===== src/sv/bmmar_pkg.sv =====
// Package for the brick min/max/average reducer.
// Holds the beat types, the controller/datapath command structs and the
// sample decode/encode helpers. Depends on nothing.
package bmmar_pkg;

  // Component ports on each voxel beat
  localparam int NUM_COMP_PORTS = 4;
  // Steps of the restoring divider (one quotient bit per step)
  localparam int DIV_STEPS = 32;

  // Register indexes on the configuration port
  localparam logic [1:0] REG_BRICK_EDGE      = 2'd0;
  localparam logic [1:0] REG_COMPONENT_COUNT = 2'd1;
  localparam logic [1:0] REG_SAMPLE_TYPE     = 2'd2;

  // Sample type codes
  localparam logic [1:0] ST_U8  = 2'd0;
  localparam logic [1:0] ST_S8  = 2'd1;
  localparam logic [1:0] ST_U16 = 2'd2;
  localparam logic [1:0] ST_S16 = 2'd3;

  typedef struct packed {
    logic [15:0] comp0;
    logic [15:0] comp1;
    logic [15:0] comp2;
    logic [15:0] comp3;
  } voxel_t;

  typedef struct packed {
    logic        nonuniform;
    logic [15:0] level0;
    logic [15:0] level1;
    logic [15:0] level2;
    logic [15:0] level3;
    logic [15:0] brick_number;
  } result_t;

  // Effective configuration as seen by controller and datapath
  typedef struct packed {
    logic [2:0]  comps;
    logic [1:0]  stype;
    logic [15:0] total;
  } cfg_t;

  // Controller to datapath commands
  typedef struct packed {
    logic        accept;
    logic        first;
    logic        last;
    logic [15:0] taken;
    logic        load;
    logic        step;
    logic        finish;
  } ctrl_cmd_t;

  // Datapath to controller status
  typedef struct packed {
    logic result_busy;
  } dp_status_t;

  // Interpret raw bits under the sample type, widened to 17-bit signed
  function automatic logic signed [16:0] decode_sample(logic [15:0] raw, logic [1:0] st);
    logic signed [16:0] v;
    case (st)
      ST_U8:   v = {9'd0, raw[7:0]};
      ST_S8:   v = {{9{raw[7]}}, raw[7:0]};
      ST_U16:  v = {1'b0, raw};
      default: v = {raw[15], raw};
    endcase
    return v;
  endfunction

  // Raw bits of a level value under the sample type
  function automatic logic [15:0] encode_level(logic [15:0] v, logic [1:0] st);
    logic [15:0] r;
    if (st == ST_U8 || st == ST_S8) begin
      r = {8'd0, v[7:0]};
    end else begin
      r = v;
    end
    return r;
  endfunction

endpackage


===== src/sv/bmmar_regs.sv =====
// Configuration register file on the APB-style port.
// Produces the clamped component count, sample type and voxels per brick.
// Depends on bmmar_pkg.
module bmmar_regs #(
  parameter int MAX_COMPONENTS = 4,
  parameter int MAX_EDGE       = 32
) (
  input  logic                clk,
  input  logic                rst,
  input  logic                psel,
  input  logic                penable,
  input  logic                pwrite,
  input  logic [3:0]          paddr,
  input  logic [31:0]         pwdata,
  output logic [31:0]         prdata,
  output logic                pready,
  output bmmar_pkg::cfg_t     cfg
);

  localparam int LANES = (MAX_COMPONENTS < bmmar_pkg::NUM_COMP_PORTS) ?
                         MAX_COMPONENTS : bmmar_pkg::NUM_COMP_PORTS;

  logic [5:0]  brick_edge;
  logic [2:0]  component_count;
  logic [1:0]  sample_type;
  logic        wr_en;
  logic [5:0]  edge_eff;
  logic [11:0] edge_sq;
  logic [17:0] edge_cube;

  assign pready = 1'b1;
  assign wr_en  = psel && penable && pwrite;

  // Write registers on the access cycle
  always_ff @(posedge clk) begin
    if (rst) begin
      brick_edge      <= 6'd16;
      component_count <= 3'd1;
      sample_type     <= bmmar_pkg::ST_U16;
    end else if (wr_en) begin
      unique case (paddr[3:2])
        bmmar_pkg::REG_BRICK_EDGE:      brick_edge      <= pwdata[5:0];
        bmmar_pkg::REG_COMPONENT_COUNT: component_count <= pwdata[2:0];
        bmmar_pkg::REG_SAMPLE_TYPE:     sample_type     <= pwdata[1:0];
        default: ;
      endcase
    end
  end

  // Read back
  always_comb begin
    unique case (paddr[3:2])
      bmmar_pkg::REG_BRICK_EDGE:      prdata = {26'd0, brick_edge};
      bmmar_pkg::REG_COMPONENT_COUNT: prdata = {29'd0, component_count};
      bmmar_pkg::REG_SAMPLE_TYPE:     prdata = {30'd0, sample_type};
      default:                        prdata = 32'd0;
    endcase
  end

  // Clamp edge and cube it
  always_comb begin
    if (brick_edge == 6'd0) begin
      edge_eff = 6'd1;
    end else if (brick_edge > 6'(MAX_EDGE)) begin
      edge_eff = 6'(MAX_EDGE);
    end else begin
      edge_eff = brick_edge;
    end
    edge_sq   = {6'd0, edge_eff} * {6'd0, edge_eff};
    edge_cube = {6'd0, edge_sq} * {12'd0, edge_eff};
  end

  // Clamp component count to the built lanes
  always_comb begin
    if (component_count == 3'd0) begin
      cfg.comps = 3'd1;
    end else if (component_count > 3'(LANES)) begin
      cfg.comps = 3'(LANES);
    end else begin
      cfg.comps = component_count;
    end
    cfg.stype = sample_type;
    cfg.total = edge_cube[15:0];
  end

endmodule


===== src/sv/bmmar_ctrl.sv =====
// Controller for the brick reducer: voxel counting, brick end detection
// and sequencing of the divide and result load. Depends on bmmar_pkg.
module bmmar_ctrl (
  input  logic                   clk,
  input  logic                   rst,
  input  logic                   voxel_valid,
  output logic                   voxel_ready,
  input  bmmar_pkg::cfg_t        cfg,
  input  bmmar_pkg::dp_status_t  status,
  output bmmar_pkg::ctrl_cmd_t   cmd
);

  localparam int STEP_W = $clog2(bmmar_pkg::DIV_STEPS);

  typedef enum logic [1:0] {S_RUN, S_LOAD, S_DIV, S_FIN} state_t;

  state_t              state;
  logic [15:0]         voxel_count;
  logic [STEP_W-1:0]   step_cnt;
  logic [16:0]         taken_w;

  assign voxel_ready = (state == S_RUN);
  assign taken_w     = {1'b0, voxel_count} + 17'd1;

  // Decode commands from state
  always_comb begin
    cmd.accept = (state == S_RUN) && voxel_valid;
    cmd.first  = (voxel_count == 16'd0);
    cmd.taken  = taken_w[15:0];
    cmd.last   = (taken_w >= {1'b0, cfg.total});
    cmd.load   = (state == S_LOAD);
    cmd.step   = (state == S_DIV);
    cmd.finish = (state == S_FIN) && !status.result_busy;
  end

  // Advance state, voxel counter and divide step counter
  always_ff @(posedge clk) begin
    if (rst) begin
      state       <= S_RUN;
      voxel_count <= 16'd0;
      step_cnt    <= '0;
    end else begin
      unique case (state)
        S_RUN: begin
          if (cmd.accept) begin
            if (cmd.last) begin
              voxel_count <= 16'd0;
              state       <= S_LOAD;
            end else begin
              voxel_count <= taken_w[15:0];
            end
          end
        end
        S_LOAD: begin
          step_cnt <= '0;
          state    <= S_DIV;
        end
        S_DIV: begin
          step_cnt <= step_cnt + STEP_W'(1);
          if (step_cnt == STEP_W'(bmmar_pkg::DIV_STEPS - 1)) begin
            state <= S_FIN;
          end
        end
        S_FIN: begin
          if (cmd.finish) begin
            state <= S_RUN;
          end
        end
        default: state <= S_RUN;
      endcase
    end
  end

endmodule


===== src/sv/bmmar_dp.sv =====
// Datapath for the brick reducer: per-lane min/max/sum accumulators,
// per-lane restoring dividers and the result register. Depends on bmmar_pkg.
module bmmar_dp #(
  parameter int MAX_COMPONENTS = 4
) (
  input  logic                   clk,
  input  logic                   rst,
  input  bmmar_pkg::voxel_t      voxel,
  input  bmmar_pkg::cfg_t        cfg,
  input  bmmar_pkg::ctrl_cmd_t   cmd,
  output bmmar_pkg::dp_status_t  status,
  output logic                   result_valid,
  input  logic                   result_ready,
  output bmmar_pkg::result_t     result
);

  localparam int LANES = (MAX_COMPONENTS < bmmar_pkg::NUM_COMP_PORTS) ?
                         MAX_COMPONENTS : bmmar_pkg::NUM_COMP_PORTS;

  logic [15:0]        raw [bmmar_pkg::NUM_COMP_PORTS];
  logic signed [16:0] samp [LANES];
  logic               lane_en [LANES];
  logic signed [16:0] cmin [LANES];
  logic signed [16:0] cmax [LANES];
  logic signed [31:0] csum [LANES];
  logic [16:0]        rem [LANES];
  logic [31:0]        quo [LANES];
  logic               neg [LANES];
  logic [15:0]        divisor;
  logic               nonuni;
  logic               nonuni_next;
  logic [15:0]        brick_count;
  logic [15:0]        lvl [bmmar_pkg::NUM_COMP_PORTS];

  assign raw[0] = voxel.comp0;
  assign raw[1] = voxel.comp1;
  assign raw[2] = voxel.comp2;
  assign raw[3] = voxel.comp3;

  assign status.result_busy = result_valid && !result_ready;

  // Decode samples and lane enables
  always_comb begin
    for (int j = 0; j < LANES; j++) begin
      samp[j]    = bmmar_pkg::decode_sample(raw[j], cfg.stype);
      lane_en[j] = (3'(j) < cfg.comps);
    end
  end

  // Any lane in use whose min and max differ
  always_comb begin
    nonuni_next = 1'b0;
    for (int j = 0; j < LANES; j++) begin
      if (lane_en[j] && (cmin[j] != cmax[j])) begin
        nonuni_next = 1'b1;
      end
    end
  end

  // Accumulate, then load and step the dividers
  always_ff @(posedge clk) begin
    logic [16:0] trial;
    logic [31:0] mag;
    if (cmd.accept && cmd.last) begin
      divisor <= cmd.taken;
    end
    if (cmd.load) begin
      nonuni <= nonuni_next;
    end
    for (int j = 0; j < LANES; j++) begin
      trial = {rem[j][15:0], quo[j][31]};
      mag   = csum[j][31] ? (~csum[j] + 32'd1) : csum[j];
      if (cmd.accept && lane_en[j]) begin
        if (cmd.first) begin
          cmin[j] <= samp[j];
          cmax[j] <= samp[j];
          csum[j] <= 32'(samp[j]);
        end else begin
          if (samp[j] < cmin[j]) cmin[j] <= samp[j];
          if (samp[j] > cmax[j]) cmax[j] <= samp[j];
          csum[j] <= csum[j] + 32'(samp[j]);
        end
      end
      if (cmd.load) begin
        rem[j] <= 17'd0;
        quo[j] <= mag;
        neg[j] <= csum[j][31];
      end else if (cmd.step) begin
        if (trial >= {1'b0, divisor}) begin
          rem[j] <= trial - {1'b0, divisor};
          quo[j] <= {quo[j][30:0], 1'b1};
        end else begin
          rem[j] <= trial;
          quo[j] <= {quo[j][30:0], 1'b0};
        end
      end
    end
  end

  // Pick each level: uniform value, signed mean, or zero for unused lanes
  always_comb begin
    logic [31:0] q;
    for (int j = 0; j < bmmar_pkg::NUM_COMP_PORTS; j++) begin
      lvl[j] = 16'd0;
    end
    for (int j = 0; j < LANES; j++) begin
      q = neg[j] ? (~quo[j] + 32'd1) : quo[j];
      if (lane_en[j]) begin
        if (nonuni) begin
          lvl[j] = bmmar_pkg::encode_level(q[15:0], cfg.stype);
        end else begin
          lvl[j] = bmmar_pkg::encode_level(cmin[j][15:0], cfg.stype);
        end
      end
    end
  end

  // Hold the result beat until taken
  always_ff @(posedge clk) begin
    if (cmd.finish) begin
      result.nonuniform   <= nonuni;
      result.level0       <= lvl[0];
      result.level1       <= lvl[1];
      result.level2       <= lvl[2];
      result.level3       <= lvl[3];
      result.brick_number <= brick_count;
    end
  end

  always_ff @(posedge clk) begin
    if (rst) begin
      result_valid <= 1'b0;
      brick_count  <= 16'd0;
    end else if (cmd.finish) begin
      result_valid <= 1'b1;
      brick_count  <= brick_count + 16'd1;
    end else if (result_ready) begin
      result_valid <= 1'b0;
    end
  end

endmodule


===== src/sv/brick_min_max_average_reducer.sv =====
// Brick min/max/average reducer. Voxel beats are taken one per cycle while a
// brick fills; per component the block tracks minimum, maximum and sum. On the
// brick's last voxel it latches the sums (S_LOAD), runs the per-lane restoring
// dividers (S_DIV, one quotient bit per cycle) and loads the result register
// (S_FIN); voxel_ready stays low during that tail, and longer if the previous
// result beat has not been taken. The result register frees the input side as
// soon as it is loaded.
// Depends on bmmar_pkg, bmmar_regs, bmmar_ctrl, bmmar_dp.
module brick_min_max_average_reducer #(
  parameter int MAX_COMPONENTS = 4,
  parameter int MAX_EDGE       = 32
) (
  input  logic                 clk,
  input  logic                 rst,
  input  logic                 voxel_valid,
  output logic                 voxel_ready,
  input  bmmar_pkg::voxel_t    voxel,
  output logic                 result_valid,
  input  logic                 result_ready,
  output bmmar_pkg::result_t   result,
  input  logic                 psel,
  input  logic                 penable,
  input  logic                 pwrite,
  input  logic [3:0]           paddr,
  input  logic [31:0]          pwdata,
  output logic [31:0]          prdata,
  output logic                 pready
);

  bmmar_pkg::cfg_t        cfg;
  bmmar_pkg::ctrl_cmd_t   cmd;
  bmmar_pkg::dp_status_t  status;

  bmmar_regs #(
    .MAX_COMPONENTS (MAX_COMPONENTS),
    .MAX_EDGE       (MAX_EDGE)
  ) u_regs (
    .clk     (clk),
    .rst     (rst),
    .psel    (psel),
    .penable (penable),
    .pwrite  (pwrite),
    .paddr   (paddr),
    .pwdata  (pwdata),
    .prdata  (prdata),
    .pready  (pready),
    .cfg     (cfg)
  );

  bmmar_ctrl u_ctrl (
    .clk         (clk),
    .rst         (rst),
    .voxel_valid (voxel_valid),
    .voxel_ready (voxel_ready),
    .cfg         (cfg),
    .status      (status),
    .cmd         (cmd)
  );

  bmmar_dp #(
    .MAX_COMPONENTS (MAX_COMPONENTS)
  ) u_dp (
    .clk          (clk),
    .rst          (rst),
    .voxel        (voxel),
    .cfg          (cfg),
    .cmd          (cmd),
    .status       (status),
    .result_valid (result_valid),
    .result_ready (result_ready),
    .result       (result)
  );

endmodule


===== config.mk =====
export PLATFORM = sky130hd
export DESIGN_NAME = brick_min_max_average_reducer
export DESIGN_NICKNAME = d
export VERILOG_FILES = /design/src/sv/bmmar_pkg.sv /design/src/sv/bmmar_regs.sv /design/src/sv/bmmar_ctrl.sv /design/src/sv/bmmar_dp.sv /design/src/sv/brick_min_max_average_reducer.sv
export SDC_FILE = /design/constraint.sdc
export NUM_CORES = 2
export LEC_CHECK = 0
export ABC_AREA = 1
export BUFFER_PORTS_ARGS = -buffer_cell sky130_fd_sc_hd__buf_4
export CAP_MARGIN = 20
export CORE_MARGIN = 4
export CORE_UTILIZATION = 55
export CTS_BUF_LIST = sky130_fd_sc_hd__clkbuf_8 sky130_fd_sc_hd__clkbuf_16
export DETAILED_ROUTE_END_ITERATION = 12
export PLACE_DENSITY = 0.73
export RECOVER_POWER = 100
export SYNTH_ARGS = -nofsm -noshare
export SYNTH_HDL_FRONTEND = slang
export SYNTH_SLANG_ARGS = --single-unit

===== constraint.sdc =====
create_clock -name clk -period 11.1 [get_ports clk]
set_input_delay 1.11 -clock clk [delete_from_list [all_inputs] [get_ports clk]]
set_output_delay 1.11 -clock clk [all_outputs]
set_load 0.01 [all_outputs]

==> impl_metrics.env <==
export IMPL_status="finished, violations left"
export IMPL_failed_checks="capacitance limit, slew limit"
export IMPL_critPathCaptureType="flip-flop"
export IMPL_hold_path_startpoint="u_dp.brick_count[10]"
export IMPL_cts_buffers=73
export IMPL_cp_top_family="adder cells"
export IMPL_placement_cell_area_um2=48900
export IMPL_num_rows=106
export IMPL_critical_path_peak_fanout=16
export IMPL_boundaryPins=223
export IMPL_final_common_cell="sky130_fd_sc_hd__nand2_1"
export IMPL_cts_reportedPaths_clkPinSlew_ns=0.06
export IMPL_globalplace_congestion=0.959
export IMPL_final_period_utilization=0.783
export IMPL_fin_crit_ns=8.70
export IMPL_max_cap_violations=18
export IMPL_mostFrequentLayoutCells="sky130_fd_sc_hd__nand2_1 (1247), sky130_fd_sc_hd__inv_1 (729), sky130_fd_sc_hd__nor2_1 (592), sky130_fd_sc_hd__edfxtp_1 (558), sky130_fd_sc_hd__a21oi_1 (482)"
export IMPL_root_buffer="sky130_fd_sc_hd__clkbuf_16"
export IMPL_synthToLayoutAreaGrowth_pct=8.41
export IMPL_synth_seq_area_share=0.381
export IMPL_place_ws_ns=2.79
export IMPL_grt_pass1_wl_um=205000
export IMPL_final_layout_size_suffix_gt1_frac=0.0401
export IMPL_worstSetupStartpointType="flip-flop"
export IMPL_yosys_warnings=0
export IMPL_setup_violations_final=0
export IMPL_worst_setup_path_type="flip-flop to flip-flop"
export IMPL_postCtsHoldBufs=0
export IMPL_total_negative_setup_slacks_ns=0
export IMPL_drt_pre_antenna_iters=6
export IMPL_post_drt_via_cell_ratio=5.68
export IMPL_vdd_ir_drop_worst_uv=214
export IMPL_core_area_um2=83800
export IMPL_dieArea_um2=89500
export IMPL_ant_nets=0
export IMPL_worst_ep_arrival_time_ns=9.21
export IMPL_post_cts_setup_repair_buffer_count=0
export IMPL_clock_sinks=609
export IMPL_timing_hold_violations_final=0
export IMPL_antenna_found_initial=4
export IMPL_finClkSkew_ns=0.0341
export IMPL_setup_slack_ns=2.40
export IMPL_cts_htree_levels=3
export IMPL_grt_overflow_total=0
export IMPL_dp_final_hpwl_um=98500
export IMPL_grt_start_max_net_pins=167
export IMPL_vias=40726
export IMPL_crit_path_frequent_cell="sky130_fd_sc_hd__nand2_1"
export IMPL_post_cts_resized=0
export IMPL_worst_ep_required_time_ns=11.62
export IMPL_ys_seq_elements=609
export IMPL_nets=6525
export IMPL_cellLeakagePower_nw=22.4
export IMPL_worst_hold_path_type="flip-flop to flip-flop"
export IMPL_cts_path_max_buffers=3
export IMPL_die_height_um=299
export IMPL_drtIter0Drc=3627
export IMPL_synth_lib_cells_used_distinct=70
export IMPL_clock_fmax_mhz=115
export IMPL_cp_slowest_stage_delay_ns=0.76
export IMPL_synth_flop_cell="sky130_fd_sc_hd__edfxtp_1"
export IMPL_grtUsageTotal=0.283
export IMPL_synth_enable_flop_cells=558
export IMPL_remaining_drc_errors=0
export IMPL_timing_slew_headroom=-1.99
export IMPL_finish_instance_area_um2=50500
export IMPL_die_w_um=299
export IMPL_initial_utilization=0.556
export IMPL_synthesis_area_um2=46600
export IMPL_rsz_0062_raised_after_global_routing="no"
export IMPL_tightestPinTransition_ns=4.49
export IMPL_powerDensity_nw_per_um2=161
export IMPL_path_buf_inv=7
export IMPL_slew_violations=724
export IMPL_worst_r2r_startpoint="u_regs.brick_edge[5]"
export IMPL_syn_avg_cell_area_um2=8.02
export IMPL_fin_cells=7171
export IMPL_clkLatencyLatePin_ns=0.63
export IMPL_crit_path_top_delay_cell="sky130_fd_sc_hd__nor2_1"
export IMPL_cts_tree="done"
export IMPL_total_routed_length_um=130000
export IMPL_numPortBuffers=167
export IMPL_post_synth_inst_count=5810
export IMPL_postSynth_asyncResetShare=0
export IMPL_placed_cells=7034
export IMPL_cp_startpoint="u_regs.brick_edge[5]"
export IMPL_grt_pass1_vias=38380
export IMPL_routedWlPerCell_um=18.2
[kinds of logic after synthesis]
group / synth area share
XOR/XNOR: 0.0562
AND/OR/NAND/NOR: 0.220
adder cells (fa/ha/maj): 0.126
flip-flops: 0.381
AO/OA/AOI/OAI: 0.140
other: 0.000161
buffers and inverters: 0.0756
[power by group]
part,internal [W],switching (W)
Sequential,0.00308,0.000268
Combinational,0.000753,0.00161
Clock,0.00143,0.000994
Total,0.00525,0.00287
[synthesized netlist by cell type, drive strengths merged, types with 74 or more instances]
library cell / instances / area (µm²)
a21oi: 485 / 2460
xor2: 207 / 1810
nor2: 602 / 2360
xnor2: 92 / 806
nand2: 1254 / 4770
ha: 389 / 4870
o21ai: 496 / 2580
edfxtp: 558 / 16800
nand3: 260 / 1320
buf: 74 / 511
nor3: 118 / 648
nand4: 93 / 594
inv: 726 / 2730
[area by class of cell]
cell class | instances | area (µm²)
fillers | 7759 | 33300
multi-input cells | 4362 | 25200
flip-flops and latches | 609 | 17800
inverters | 732 | 2750
clock buffers | 80 | 1980
well taps | 1134 | 1420
repair buffers | 200 | 951
clock inverters | 50 | 430
diodes | 4 | 10.0
[registers in the layout, summed over array words and instances, names as in the netlist, 4 cells and up]
signal              flops
u_dp.result            81
u_dp.quo              128
u_dp.brick_count       16
u_dp.cmax              68
u_ctrl.voxel_count     16
u_regs.brick_edge       6
u_dp.csum             128
u_dp.cmin              68
u_dp.rem               64
u_dp.divisor           16
u_ctrl.step_cnt         5
u_dp.neg                4
[metal layers]
metal  wire length [µm]  vias up  part of all wire  track usage
met5                  0        -                 0            0
met3               9400      210             0.072       0.0422
met1              57800    19031              0.44        0.393
met2              59200     1421              0.45        0.460
li1                   -    20064                 -            -
met4               4020        0             0.031       0.0886
[path summary, 6_finish.rpt]
path / slack, ns / cells past startpoint / to
setup / recovery: 2.40 / 39 / u_ctrl.voxel_count[12]
hold reg to reg: 0.47 / 0 / u_dp.result[10]
hold / removal: 0.47 / 0 / u_dp.result[10]
setup reg to reg: 2.40 / 39 / u_ctrl.voxel_count[12]
[stage by stage]
step	power [W]	hold WS, ns	utilization
after detailed placement	0.00575	0.443	0.584
final	0.00813	0.473	0.603
after CTS	0.00819	0.469	0.613
after floorplan	0.00514	0.424	-
after global routing	0.00860	0.484	0.603
after global placement	0.00570	0.433	0.584
Note: power is estimated with default switching activity, not from simulation.
